===== config.mk =====
export PLATFORM = sky130hd
export DESIGN_NAME = frame_sequence_player_top_flat
export DESIGN_NICKNAME = d
export VERILOG_FILES = /design/src/sv/fsp_pkg.sv /design/src/sv/fsp_if.sv /design/src/sv/fsp_table.sv /design/src/sv/fsp_core.sv /design/src/sv/frame_sequence_player_top.sv /design/src/flat_wrapper.sv
export SDC_FILE = /design/constraint.sdc
export NUM_CORES = 2
export LEC_CHECK = 0
export BUFFER_PORTS_ARGS = -buffer_cell sky130_fd_sc_hd__buf_4
export CAP_MARGIN = 20
export CORE_UTILIZATION = 55
export CTS_BUF_LIST = sky130_fd_sc_hd__clkbuf_4 sky130_fd_sc_hd__clkbuf_8 sky130_fd_sc_hd__clkbuf_16
export CTS_CLUSTER_SIZE = 16
export DETAILED_ROUTE_END_ITERATION = 10
export GPL_TIMING_DRIVEN = 0
export HOLD_SLACK_MARGIN = 0.15
export PLACE_DENSITY = 0.68
export SYNTH_ARGS = -nofsm -noshare
export SYNTH_HDL_FRONTEND = slang
export SYNTH_SLANG_ARGS = --single-unit

===== constraint.sdc =====
create_clock -name clk -period 7.1 [get_ports clk]
set_input_delay 1.42 -clock clk [delete_from_list [all_inputs] [get_ports clk]]
set_output_delay 1.42 -clock clk [all_outputs]
set_load 0.03 [all_outputs]

===== src/sv/fsp_pkg.sv =====
`timescale 1ns / 1ps
`default_nettype none

package fsp_pkg;

    localparam int MAX_FRAMES = 64;
    localparam int IDX_W      = $clog2(MAX_FRAMES);
    localparam int CNT_W      = $clog2(MAX_FRAMES + 1);
    localparam int TIME_W     = 16;
    localparam int SPRITE_W   = 16;
    localparam int SPD_W      = 12;
    localparam int PROD_W     = TIME_W + SPD_W;
    localparam int TIMER_W    = 32;
    localparam int FRAC_W     = 8;
    localparam int CFG_IDX_W  = 2;
    localparam int CFG_DATA_W = SPD_W;

    localparam logic [SPD_W-1:0] SPEED_RESET = SPD_W'(256);

    localparam logic [2:0] OP_TICK   = 3'd0;
    localparam logic [2:0] OP_PLAY   = 3'd1;
    localparam logic [2:0] OP_PAUSE  = 3'd2;
    localparam logic [2:0] OP_STOP   = 3'd3;
    localparam logic [2:0] OP_REWIND = 3'd4;
    localparam logic [2:0] OP_APPEND = 3'd5;
    localparam logic [2:0] OP_CLEAR  = 3'd6;

    localparam logic [CFG_IDX_W-1:0] CFG_LOOP  = CFG_IDX_W'(0);
    localparam logic [CFG_IDX_W-1:0] CFG_SPEED = CFG_IDX_W'(1);

    typedef struct packed {
        logic                we;
        logic [IDX_W-1:0]    waddr;
        logic [SPRITE_W-1:0] wsprite;
        logic [TIME_W-1:0]   wdur;
        logic [IDX_W-1:0]    raddr;
    } tbl_req_t;

    typedef struct packed {
        logic [SPRITE_W-1:0] sprite;
        logic [TIME_W-1:0]   dur;
    } tbl_rsp_t;

endpackage

`default_nettype wire


===== src/sv/fsp_if.sv =====
`timescale 1ns / 1ps
`default_nettype none

interface fsp_req_if import fsp_pkg::*; ();
    logic                valid;
    logic                ready;
    logic [2:0]          operation;
    logic [TIME_W-1:0]   delta_time;
    logic [SPRITE_W-1:0] new_sprite_id;
    logic [TIME_W-1:0]   new_duration;

    modport source (output valid, operation, delta_time, new_sprite_id, new_duration,
                    input ready);
    modport sink   (input valid, operation, delta_time, new_sprite_id, new_duration,
                    output ready);
endinterface

interface fsp_rsp_if import fsp_pkg::*; ();
    logic                valid;
    logic                ready;
    logic [IDX_W-1:0]    frame_index;
    logic [SPRITE_W-1:0] current_sprite;
    logic                sprite_valid;
    logic                is_playing;
    logic                is_finished;

    modport source (output valid, frame_index, current_sprite, sprite_valid, is_playing,
                    is_finished, input ready);
    modport sink   (input valid, frame_index, current_sprite, sprite_valid, is_playing,
                    is_finished, output ready);
endinterface

`default_nettype wire


===== src/sv/fsp_table.sv =====
`timescale 1ns / 1ps
`default_nettype none

module fsp_table import fsp_pkg::*; (
    input  wire logic     clk,
    input  wire tbl_req_t req,
    output tbl_rsp_t      rsp
);

    logic [SPRITE_W+TIME_W-1:0] mem_reg [MAX_FRAMES];
    logic [SPRITE_W+TIME_W-1:0] rd_reg;

    always_ff @(posedge clk)
    begin
        if (req.we)
        begin
            mem_reg[req.waddr] <= {req.wsprite, req.wdur};
        end
        rd_reg <= mem_reg[req.raddr];
    end

    assign rsp.sprite = rd_reg[SPRITE_W+TIME_W-1:TIME_W];
    assign rsp.dur    = rd_reg[TIME_W-1:0];

endmodule

`default_nettype wire


===== src/sv/fsp_core.sv =====
`timescale 1ns / 1ps
`default_nettype none

module fsp_core import fsp_pkg::*; (
    input  wire logic             clk,
    input  wire logic             rst_n,
    input  wire logic             loop_enable,
    input  wire logic [SPD_W-1:0] play_speed,
    fsp_req_if.sink               req,
    fsp_rsp_if.source             rsp,
    output tbl_req_t              tbl_req,
    input  wire tbl_rsp_t         tbl_rsp
);

    typedef enum logic [5:0] {
        S_IDLE  = 6'b000001,
        S_EXEC  = 6'b000010,
        S_SUM   = 6'b000100,
        S_FETCH = 6'b001000,
        S_STEP  = 6'b010000,
        S_RESP  = 6'b100000
    } state_t;

    state_t              state_reg, state_next;
    logic [2:0]          op_reg, op_next;
    logic [TIME_W-1:0]   delta_reg, delta_next;
    logic [SPRITE_W-1:0] spr_reg, spr_next;
    logic [TIME_W-1:0]   dur_reg, dur_next;
    logic [PROD_W-1:0]   prod_reg, prod_next;
    logic [TIMER_W-1:0]  t_reg, t_next;
    logic [TIMER_W-1:0]  timer_reg, timer_next;
    logic [IDX_W-1:0]    idx_reg, idx_next;
    logic [CNT_W-1:0]    loaded_reg, loaded_next;
    logic                playing_reg, playing_next;
    logic                finished_reg, finished_next;
    logic                run_reg, run_next;
    logic                ovalid_reg, ovalid_next;
    logic [IDX_W-1:0]    oidx_reg, oidx_next;
    logic [SPRITE_W-1:0] ospr_reg, ospr_next;
    logic                osv_reg, osv_next;
    logic                oplay_reg, oplay_next;
    logic                ofin_reg, ofin_next;

    logic [TIMER_W:0]    sum;
    logic [TIMER_W-1:0]  need;
    logic [CNT_W-1:0]    idx_ext;
    logic [CNT_W-1:0]    idx_inc;

    assign sum     = {1'b0, timer_reg} + (TIMER_W+1)'(prod_reg);
    assign need    = TIMER_W'({tbl_rsp.dur, {FRAC_W{1'b0}}});
    assign idx_ext = CNT_W'(idx_reg);
    assign idx_inc = idx_ext + CNT_W'(1);

    assign req.ready      = (state_reg == S_IDLE);
    assign rsp.valid      = ovalid_reg;
    assign rsp.frame_index    = oidx_reg;
    assign rsp.current_sprite = ospr_reg;
    assign rsp.sprite_valid   = osv_reg;
    assign rsp.is_playing     = oplay_reg;
    assign rsp.is_finished    = ofin_reg;

    always_comb
    begin
        state_next    = state_reg;
        op_next       = op_reg;
        delta_next    = delta_reg;
        spr_next      = spr_reg;
        dur_next      = dur_reg;
        prod_next     = prod_reg;
        t_next        = t_reg;
        timer_next    = timer_reg;
        idx_next      = idx_reg;
        loaded_next   = loaded_reg;
        playing_next  = playing_reg;
        finished_next = finished_reg;
        run_next      = run_reg;
        ovalid_next   = ovalid_reg;
        oidx_next     = oidx_reg;
        ospr_next     = ospr_reg;
        osv_next      = osv_reg;
        oplay_next    = oplay_reg;
        ofin_next     = ofin_reg;

        tbl_req.we      = 1'b0;
        tbl_req.waddr   = loaded_reg[IDX_W-1:0];
        tbl_req.wsprite = spr_reg;
        tbl_req.wdur    = (dur_reg == '0) ? TIME_W'(1) : dur_reg;
        tbl_req.raddr   = idx_reg;

        if (ovalid_reg && rsp.ready)
        begin
            ovalid_next = 1'b0;
        end

        case (state_reg)
            S_IDLE:
            begin
                if (req.valid)
                begin
                    op_next    = req.operation;
                    delta_next = req.delta_time;
                    spr_next   = req.new_sprite_id;
                    dur_next   = req.new_duration;
                    state_next = S_EXEC;
                end
            end
            S_EXEC:
            begin
                state_next = S_FETCH;
                case (op_reg)
                    OP_TICK:
                    begin
                        if (playing_reg && loaded_reg != '0)
                        begin
                            prod_next  = PROD_W'(delta_reg) * PROD_W'(play_speed);
                            run_next   = 1'b1;
                            state_next = S_SUM;
                        end
                    end
                    OP_PLAY:
                    begin
                        playing_next  = 1'b1;
                        finished_next = 1'b0;
                    end
                    OP_PAUSE:
                    begin
                        playing_next = 1'b0;
                    end
                    OP_STOP:
                    begin
                        playing_next  = 1'b0;
                        idx_next      = '0;
                        timer_next    = '0;
                        finished_next = 1'b1;
                    end
                    OP_REWIND:
                    begin
                        idx_next      = '0;
                        timer_next    = '0;
                        finished_next = 1'b0;
                    end
                    OP_APPEND:
                    begin
                        if (loaded_reg < CNT_W'(MAX_FRAMES))
                        begin
                            tbl_req.we  = 1'b1;
                            loaded_next = loaded_reg + CNT_W'(1);
                        end
                    end
                    OP_CLEAR:
                    begin
                        loaded_next = '0;
                        idx_next    = '0;
                        timer_next  = '0;
                    end
                    default:
                    begin
                    end
                endcase
            end
            S_SUM:
            begin
                // saturate the 1/256-unit timer
                t_next     = sum[TIMER_W] ? '1 : sum[TIMER_W-1:0];
                state_next = S_FETCH;
            end
            S_FETCH:
            begin
                // table read of idx_reg lands this edge
                state_next = run_reg ? S_STEP : S_RESP;
            end
            S_STEP:
            begin
                state_next = S_FETCH;
                if (idx_ext >= loaded_reg)
                begin
                    idx_next = '0;
                end
                else if (t_reg >= need)
                begin
                    t_next = t_reg - need;
                    if (idx_inc >= loaded_reg)
                    begin
                        if (loop_enable)
                        begin
                            idx_next = '0;
                        end
                        else
                        begin
                            idx_next      = IDX_W'(loaded_reg - CNT_W'(1));
                            playing_next  = 1'b0;
                            finished_next = 1'b1;
                            timer_next    = t_reg - need;
                            run_next      = 1'b0;
                        end
                    end
                    else
                    begin
                        idx_next = idx_inc[IDX_W-1:0];
                    end
                end
                else
                begin
                    timer_next = t_reg;
                    run_next   = 1'b0;
                    state_next = S_RESP;
                end
            end
            S_RESP:
            begin
                if (!ovalid_reg || rsp.ready)
                begin
                    ovalid_next = 1'b1;
                    oidx_next   = idx_reg;
                    ospr_next   = (idx_ext < loaded_reg) ? tbl_rsp.sprite : '0;
                    osv_next    = (loaded_reg != '0);
                    oplay_next  = playing_reg;
                    ofin_next   = finished_reg;
                    state_next  = S_IDLE;
                end
            end
            default:
            begin
                state_next = S_IDLE;
            end
        endcase
    end

    always_ff @(posedge clk or negedge rst_n)
    begin
        if (!rst_n)
        begin
            state_reg    <= S_IDLE;
            timer_reg    <= '0;
            idx_reg      <= '0;
            loaded_reg   <= '0;
            playing_reg  <= 1'b0;
            finished_reg <= 1'b0;
            run_reg      <= 1'b0;
            ovalid_reg   <= 1'b0;
        end
        else
        begin
            state_reg    <= state_next;
            timer_reg    <= timer_next;
            idx_reg      <= idx_next;
            loaded_reg   <= loaded_next;
            playing_reg  <= playing_next;
            finished_reg <= finished_next;
            run_reg      <= run_next;
            ovalid_reg   <= ovalid_next;
        end
    end

    always_ff @(posedge clk)
    begin
        op_reg    <= op_next;
        delta_reg <= delta_next;
        spr_reg   <= spr_next;
        dur_reg   <= dur_next;
        prod_reg  <= prod_next;
        t_reg     <= t_next;
        oidx_reg  <= oidx_next;
        ospr_reg  <= ospr_next;
        osv_reg   <= osv_next;
        oplay_reg <= oplay_next;
        ofin_reg  <= ofin_next;
    end

endmodule

`default_nettype wire


===== src/sv/frame_sequence_player_top.sv =====
// Sprite animation frame sequencer.
// req channel: one item per operation (tick, play, pause, stop, rewind,
//   append frame, clear frames). rsp channel: one item per request with the
//   current frame index, its sprite id and the playing/finished flags.
// cfg port: cfg_we/cfg_index/cfg_data; index 0 loop_enable, 1 play_speed
//   (Q4.8). Write only while no request is in flight.
// Timing: req.ready is high only while the sequencer is idle. A non-tick
//   item, or a tick while stopped or with no frames loaded, passes through
//   the execute, fetch and response states; an active tick adds the sum
//   state after execute. Each frame passed by a tick adds a table read
//   (fetch) and a compare/subtract (step); a tick that ends a non-looping
//   run skips the last compare. req.ready returns together with rsp.valid,
//   so no item is taken before the last one's response is registered.
// The rsp item sits in an output register; the next req item is taken while
//   it waits. If rsp.ready stays low, the following item finishes its work
//   and then holds in the response state until the register frees up.
// Reset: no frames loaded, index and timer zero, stopped, loop on, speed
//   1.0. The frame table itself is not cleared; only loaded entries are read.
`timescale 1ns / 1ps
`default_nettype none

module frame_sequence_player_top import fsp_pkg::*; (
    input  wire logic                  clk,
    input  wire logic                  rst_n,
    fsp_req_if.sink                    req,
    fsp_rsp_if.source                  rsp,
    input  wire logic                  cfg_we,
    input  wire logic [CFG_IDX_W-1:0]  cfg_index,
    input  wire logic [CFG_DATA_W-1:0] cfg_data
);

    logic             loop_reg;
    logic [SPD_W-1:0] speed_reg;
    tbl_req_t         tbl_req;
    tbl_rsp_t         tbl_rsp;

    always_ff @(posedge clk or negedge rst_n)
    begin
        if (!rst_n)
        begin
            loop_reg  <= 1'b1;
            speed_reg <= SPEED_RESET;
        end
        else if (cfg_we)
        begin
            case (cfg_index)
                CFG_LOOP:  loop_reg  <= cfg_data[0];
                CFG_SPEED: speed_reg <= cfg_data[SPD_W-1:0];
                default:
                begin
                end
            endcase
        end
    end

    fsp_core u_core (
        .clk         (clk),
        .rst_n       (rst_n),
        .loop_enable (loop_reg),
        .play_speed  (speed_reg),
        .req         (req),
        .rsp         (rsp),
        .tbl_req     (tbl_req),
        .tbl_rsp     (tbl_rsp)
    );

    fsp_table u_table (
        .clk (clk),
        .req (tbl_req),
        .rsp (tbl_rsp)
    );

endmodule

`default_nettype wire

===== src/flat_wrapper.sv =====
// flat-port wrapper written by rule: the top's interface ports become plain ports
module frame_sequence_player_top_flat import fsp_pkg::*;
  (clk, rst_n, cfg_we, cfg_index, cfg_data, req_valid, req_operation, req_delta_time, req_new_sprite_id, req_new_duration, req_ready, rsp_valid, rsp_frame_index, rsp_current_sprite, rsp_sprite_valid, rsp_is_playing, rsp_is_finished, rsp_ready);
  fsp_req_if req_i ();
  fsp_rsp_if rsp_i ();
  input  wire logic clk;
  input  wire logic rst_n;
  input  wire logic cfg_we;
  input  wire logic [CFG_IDX_W-1:0] cfg_index;
  input  wire logic [CFG_DATA_W-1:0] cfg_data;
  input wire logic [$bits(req_i.valid)-1:0] req_valid;
  input wire logic [$bits(req_i.operation)-1:0] req_operation;
  input wire logic [$bits(req_i.delta_time)-1:0] req_delta_time;
  input wire logic [$bits(req_i.new_sprite_id)-1:0] req_new_sprite_id;
  input wire logic [$bits(req_i.new_duration)-1:0] req_new_duration;
  output wire logic [$bits(req_i.ready)-1:0] req_ready;
  output wire logic [$bits(rsp_i.valid)-1:0] rsp_valid;
  output wire logic [$bits(rsp_i.frame_index)-1:0] rsp_frame_index;
  output wire logic [$bits(rsp_i.current_sprite)-1:0] rsp_current_sprite;
  output wire logic [$bits(rsp_i.sprite_valid)-1:0] rsp_sprite_valid;
  output wire logic [$bits(rsp_i.is_playing)-1:0] rsp_is_playing;
  output wire logic [$bits(rsp_i.is_finished)-1:0] rsp_is_finished;
  input wire logic [$bits(rsp_i.ready)-1:0] rsp_ready;
  assign req_i.valid = req_valid;
  assign req_i.operation = req_operation;
  assign req_i.delta_time = req_delta_time;
  assign req_i.new_sprite_id = req_new_sprite_id;
  assign req_i.new_duration = req_new_duration;
  assign req_ready = req_i.ready;
  assign rsp_valid = rsp_i.valid;
  assign rsp_frame_index = rsp_i.frame_index;
  assign rsp_current_sprite = rsp_i.current_sprite;
  assign rsp_sprite_valid = rsp_i.sprite_valid;
  assign rsp_is_playing = rsp_i.is_playing;
  assign rsp_is_finished = rsp_i.is_finished;
  assign rsp_i.ready = rsp_ready;
  frame_sequence_player_top u_core (.clk(clk), .rst_n(rst_n), .req(req_i), .rsp(rsp_i), .cfg_we(cfg_we), .cfg_index(cfg_index), .cfg_data(cfg_data));
endmodule

After elaboration in Yosys (flattened, before gate mapping)
Memories as Yosys holds them, arrays and structs flattened. A register that Yosys moved wholly into a read port is not among the register bits.
Cells that the tools add are included.
Widths: inputs -> output; s select.

word-level totals
  register bits = 204
  bits in writable memories = 2,048
  bits of input ports = 70
  output and inout bits = 27
  memories = 1

cells by class
  $add $sub $neg = 5
  multiply operators = 1
  $lt $le $gt $ge = 5
  equal/unequal tests = 28
  muxes and demuxes = 52
  reductions and logical operators = 27

memories
  memory                  words  width  rd ports  clocked after Yosys merged registers in  write ports  line             RTL
  u_core.u_table.mem_reg  64     32     1         1                                        1            fsp_table.sv:10  logic [SPRITE_W+TIME_W-1:0] mem_reg [MAX_FRAMES];

operator list
  operator             count
  $mux 32              8
  $pmux 32 s2          2
  $mux 6               10
  $pmux 6 s6           1
  $add 32x28->33       1
  $ge 32x24->1         1
  $sub 32x24->32       1
  $mul 16x12->28       1
  $mux 1               20
  $ne 2x2->1 const B   9
  $reduce_and 6->1     3
  $logic_not 16->1     1
  $mux 16              1
  $pmux 7 s2           1
  $pmux 6 s2           1
  $reduce_and 3->1     4
  $pmux 1 s2           5
  $reduce_and 2->1     5
  $eq 3x3->1 const B   3
  $ne 3x3->1 const B   3
  $mux 4               2
  $add 6x1->7 const B  1
  $add 7x1->7 const B  1
  $ge 6x7->1           1
  other kinds (26)     32

Depth between registers and ports, before layout
  depth after elaboration = 6
  depth in mapped cells = 22
  depth with buffers taken out = 21

Modules after synthesis
A second synthesis with hierarchy kept.

unflattened totals
  cell total of the unflattened synthesis = 5,072
  area total of the unflattened synthesis = 95,755.6 um2

modules (own cells, without submodules)
  module                     instances  cells an instance  area each (um2)  seq. area each (um2)
  fsp_table                  1          3,324              78,522.8         62,139.6
  fsp_core                   1          1,719              16,682.2         5,461.5
  frame_sequence_player_top  1          29                 550.5            327.8

Least setup slack after synthesis
OpenSTA, ideal clock, no wires.

  path kind = flip-flop to flip-flop
  start point = reg u_core.speed_reg[8]
  end point = reg u_core.u_core.prod_reg[25] (data pin)
  setup time = 0.258 ns
  arrival time = 5.283 ns
  setup slack = 1.560 ns
  cell stages (with the launch flop) = 21
  buffers on the path = 1
  cell sequence = dfstp_2 > clkbuf_1 > nand2_1 > fa_1 > inv_1 > fa_1 > fa_1 > fa_1 > inv_1 > fa_1 > inv_1 > ha_1 > a21o_1 > a21o_1 > a21oi_1 > nand3b_1 > o211ai_1 > a21oi_1 > a2111o_1 > a21oi_1 > xnor2_1

between the ends
  longest elaborated chain between the ends = 1

ends and longest elaborated chain
  item                      line                             RTL
  start: declaration        frame_sequence_player_top.sv:33  logic [SPD_W-1:0] speed_reg;
  start signal: assignment  frame_sequence_player_top.sv:48  CFG_SPEED: speed_reg <= cfg_data[SPD_W-1:0];
  $mul 16x12->28            fsp_core.sv:115                  prod_next = PROD_W'(delta_reg) * PROD_W'(play_speed);
  end signal: assignment    fsp_core.sv:261                  prod_reg <= prod_next;
  end: declaration          fsp_core.sv:29                   logic [PROD_W-1:0] prod_reg, prod_next;

Every way passes these cells.
A chain may end at the register's enable or synchronous reset.

Worst setup path in the final report
  start point = reg u_core.speed_reg[7]
  end point = reg u_core.u_core.prod_reg[25] (data pin)

The elaborated chain is that of the path after synthesis.

==> impl_metrics.py <==
metrics = {
    "routing": {
        "drt-initial-drc-count": 5895,
        "drc": 2,
        "drt_wl_total_um": 248000,
        "ant_nets": 0,
        "vias_per_cell": 6.35,
        "detail_route.wl_per_cell_um": 32.6,
        "vias": 48300,
        "drt_pre_antenna_iters": 9,
    },
    "timing": {
        "finalCriticalPeriod_ps": 6460,
        "max_freq_mhz": 155,
        "slew_violations": 0,
        "slew_headroom_pct": 18.7,
        "finalHoldViolCount": 0,
        "setup_viol": 0,
        "tightest_slew_ps": 1220,
        "fin_skew_ps": 37.7,
        "rsz0062_at_grt": "no",
        "fin_ws_ps": 643,
        "tns_ps": 0,
        "fin_crit_sh_pct": 90.9,
    },
    "finish": {
        "ff_latch_area_um2": 67900,
        "fin_nets": 5439,
        "largest_reg_flops": 2048,
        "fillers": 11600,
        "drive_gt1_share_pct": 27.3,
        "most-common-layout-cells": "edfxtp_1 (2,184), mux4_2 (672), clkbuf_16 (223)",
        "syn2layout_area_growth_pct": 15.5,
        "multiInputGateArea_um2": 25800,
        "final_common_cell": "edfxtp_1",
    },
    "yosys": {
        "syn-num-nets": 4986,
        "ys_seq_area_share_pct": 71.5,
        "synth_cell_types": 78,
        "syn_area_um2": 95000,
        "yosysWarnings": 0,
        "yosys.area.top_type": "edfxtp_1",
        "synth_edf_count": 2184,
        "ys_ff_latch": 2284,
        "ys_top_cells_by_area": "edfxtp_1 (69%), mux4_2 (16%), fa_1 (3.0%)",
        "netlist_instances": 4648,
        "syn_avg_cell_area_um2": 20.4,
        "synth.top_cell.area_share_pct": 69.0,
        "synthArstFlopShare_pct": 2.98,
        "dominantRegCellSynth": "edfxtp_1",
    },
    "clock_tree": {
        "htree_levels": 4,
        "clockBufferDepth": 3,
        "clkLatencyLatePin_ps": 880,
        "hold_buffers": 0,
        "clock-sinks": 2284,
        "post-cts-setup-buffers": 0,
        "cts-root-buf": "clkbuf_16",
        "cts_resized": 0,
        "clkSlewWorstSetupHoldPaths_ps": 60,
        "cts_tree": "done",
        "cts_buffers": 221,
    },
    "setup_path": {
        "r2r-end": "u_core.u_core.prod_reg[25]",
        "r2r_slack_ps": 640,
        "cp_cell_sequence": "clkbuf_1 > nand2_1 > fa_1 > inv_1 > fa_1 > fa_1 > fa_1 > inv_1 > fa_1 > inv_1 > ha_1 > a21o_1 > a21o_1 > a21oi_1 > nand3b_1 > o211ai_1 > a21oi_1 > a2111o_1 > a21oi_1 > xnor2_1",
        "crit_path_max_fanout": 10,
        "crit_top_cell": "fa_1",
        "worstSetupPathType": "flip-flop to flip-flop",
        "max_stage_delay_ps": 620,
        "worstPathRequired_ps": 7690,
        "critPathArrivalTime_ps": 7050,
        "crit_path_start_kind": "flip-flop",
        "rr_startpoint": "u_core.speed_reg[7]",
        "cp-end-kind": "flip-flop",
        "reg2reg_depth": 20,
        "slowest_stage": "dfrtp_1",
    },
    "global_routing": {
        "antenna_found_initial": 31,
        "grt_pass1_wl_um": 354000,
        "grt_usage_pct": 29.0,
        "grt-ovfl-total": 0,
        "grt_pass1_vias": 48900,
        "grt_max_degree": 69,
    },
    "die": {
        "die_x_um": 418,
        "num_io_pins": 97,
        "die-height_um": 418,
        "core_um2": 172000,
        "die_area_um2": 174000,
        "initial_core_util_pct": 55.4,
        "num_rows": 152,
    },
    "power": {
        "p_per_area_nw_per_um2": 353,
        "irDropWorstVdd_uv": 856,
        "leakagePower_uw": 0.0357,
    },
    "run_status": {
        "run_status": "finished, violations left",
        "violations": "design-rule violations",
    },
    "worst_hold_path": {
        "hp-class": "input port to async pin",
    },
    "run": {
        "cap_violations": 0,
    },
    "placement": {
        "place_congestion": 0.908,
        "dp_hpwl_um": 174000,
        "dp_slack_ps": 721,
        "port_buffers": 96,
    },
}
[final cells by class]
cell class                 count  area share [%]
buffer                       232           0.942
inverter                     210           0.718
clock buffer                 275            5.49
multi-input combinational   1922            23.5
sequential                  2284            61.9
antenna                       11          0.0251
clock inverter               140            1.32
tap                         2310            2.63
timing repair buffer         230            3.42
[cells in the mapped netlist, types with 20 or more instances]
cell type	count
edfxtp_1	2184
mux4_2	672
nand2_1	211
inv_1	207
clkbuf_1	147
fa_1	142
nor2_1	136
ha_1	126
and2_1	90
a21oi_1	72
dfrtp_1	65
xnor2_1	48
o21ai_0	47
a21o_1	44
buf_2	41
dfxtp_1	32
nand3_1	32
xor2_1	30
buf_1	28
o31ai_1	20
[layer usage]
metal / vias up / global-route usage, % / routed length [µm]
met4: 16 / 12.8 / 11200
met5: - / 0 / 116
met1: 25900 / 38.9 / 93800
met3: 439 / 5.41 / 20000
li1: 19700 / - / -
met2: 2270 / 47.0 / 123000
[critical path: cells and delay by family, from the launching register on]
family,cells,cell delay (ps)
AND/OR/NAND/NOR,2,300
flip-flops,1,620
buffers and inverters,4,660
AO/OA/AOI/OAI,7,1620
adder cells (fa/ha/maj),6,2880
XOR/XNOR,1,100
[worst max-delay path by stage]
stage                                          start                        endpoint  slack, ps
after floorplan                  u_core.speed_reg[8]      u_core.u_core.prod_reg[25]       1560
after global placement    u_core.u_core.state_reg[2]  u_core.u_table.mem_reg[39][11]        580
after detailed placement         u_core.speed_reg[8]      u_core.u_core.prod_reg[25]        720
after CTS                        u_core.speed_reg[8]      u_core.u_core.prod_reg[25]        700
after global routing             u_core.speed_reg[7]      u_core.u_core.prod_reg[25]        430
final                            u_core.speed_reg[7]      u_core.u_core.prod_reg[25]        640
[metrics by stage]
| stage | util, % | cell area (µm²) | instances | hold slack, ps | total power, µW |
|---|---|---|---|---|---|
| floorplan | - | 95000 | 4648 | 447 | 23900 |
| global placement | 57.5 | 98600 | 7054 | 470 | 26800 |
| detailed placement | 59.5 | 102000 | 7178 | 478 | 27100 |
| CTS | 63.8 | 110000 | 7593 | 490 | 39000 |
| global route | 63.9 | 110000 | 7603 | 403 | 40600 |
| finish | 64.0 | 110000 | 7614 | 425 | 38700 |
[where the power goes]
part           internal, µW  switching, µW
combinational          4320           6190
clock                  6870           5080
sequential            16000            222
total                 27200          11500
[cell families after synthesis]
kind of cell / share of synthesized area (%)
fa+ha+maj: 4.65
compound gates: 2.19
buf+inv: 1.87
xor+xnor: 0.719
flops: 71.5
simple gates: 2.82
mux: 16.3
Note: power is estimated with default switching activity, not from simulation.
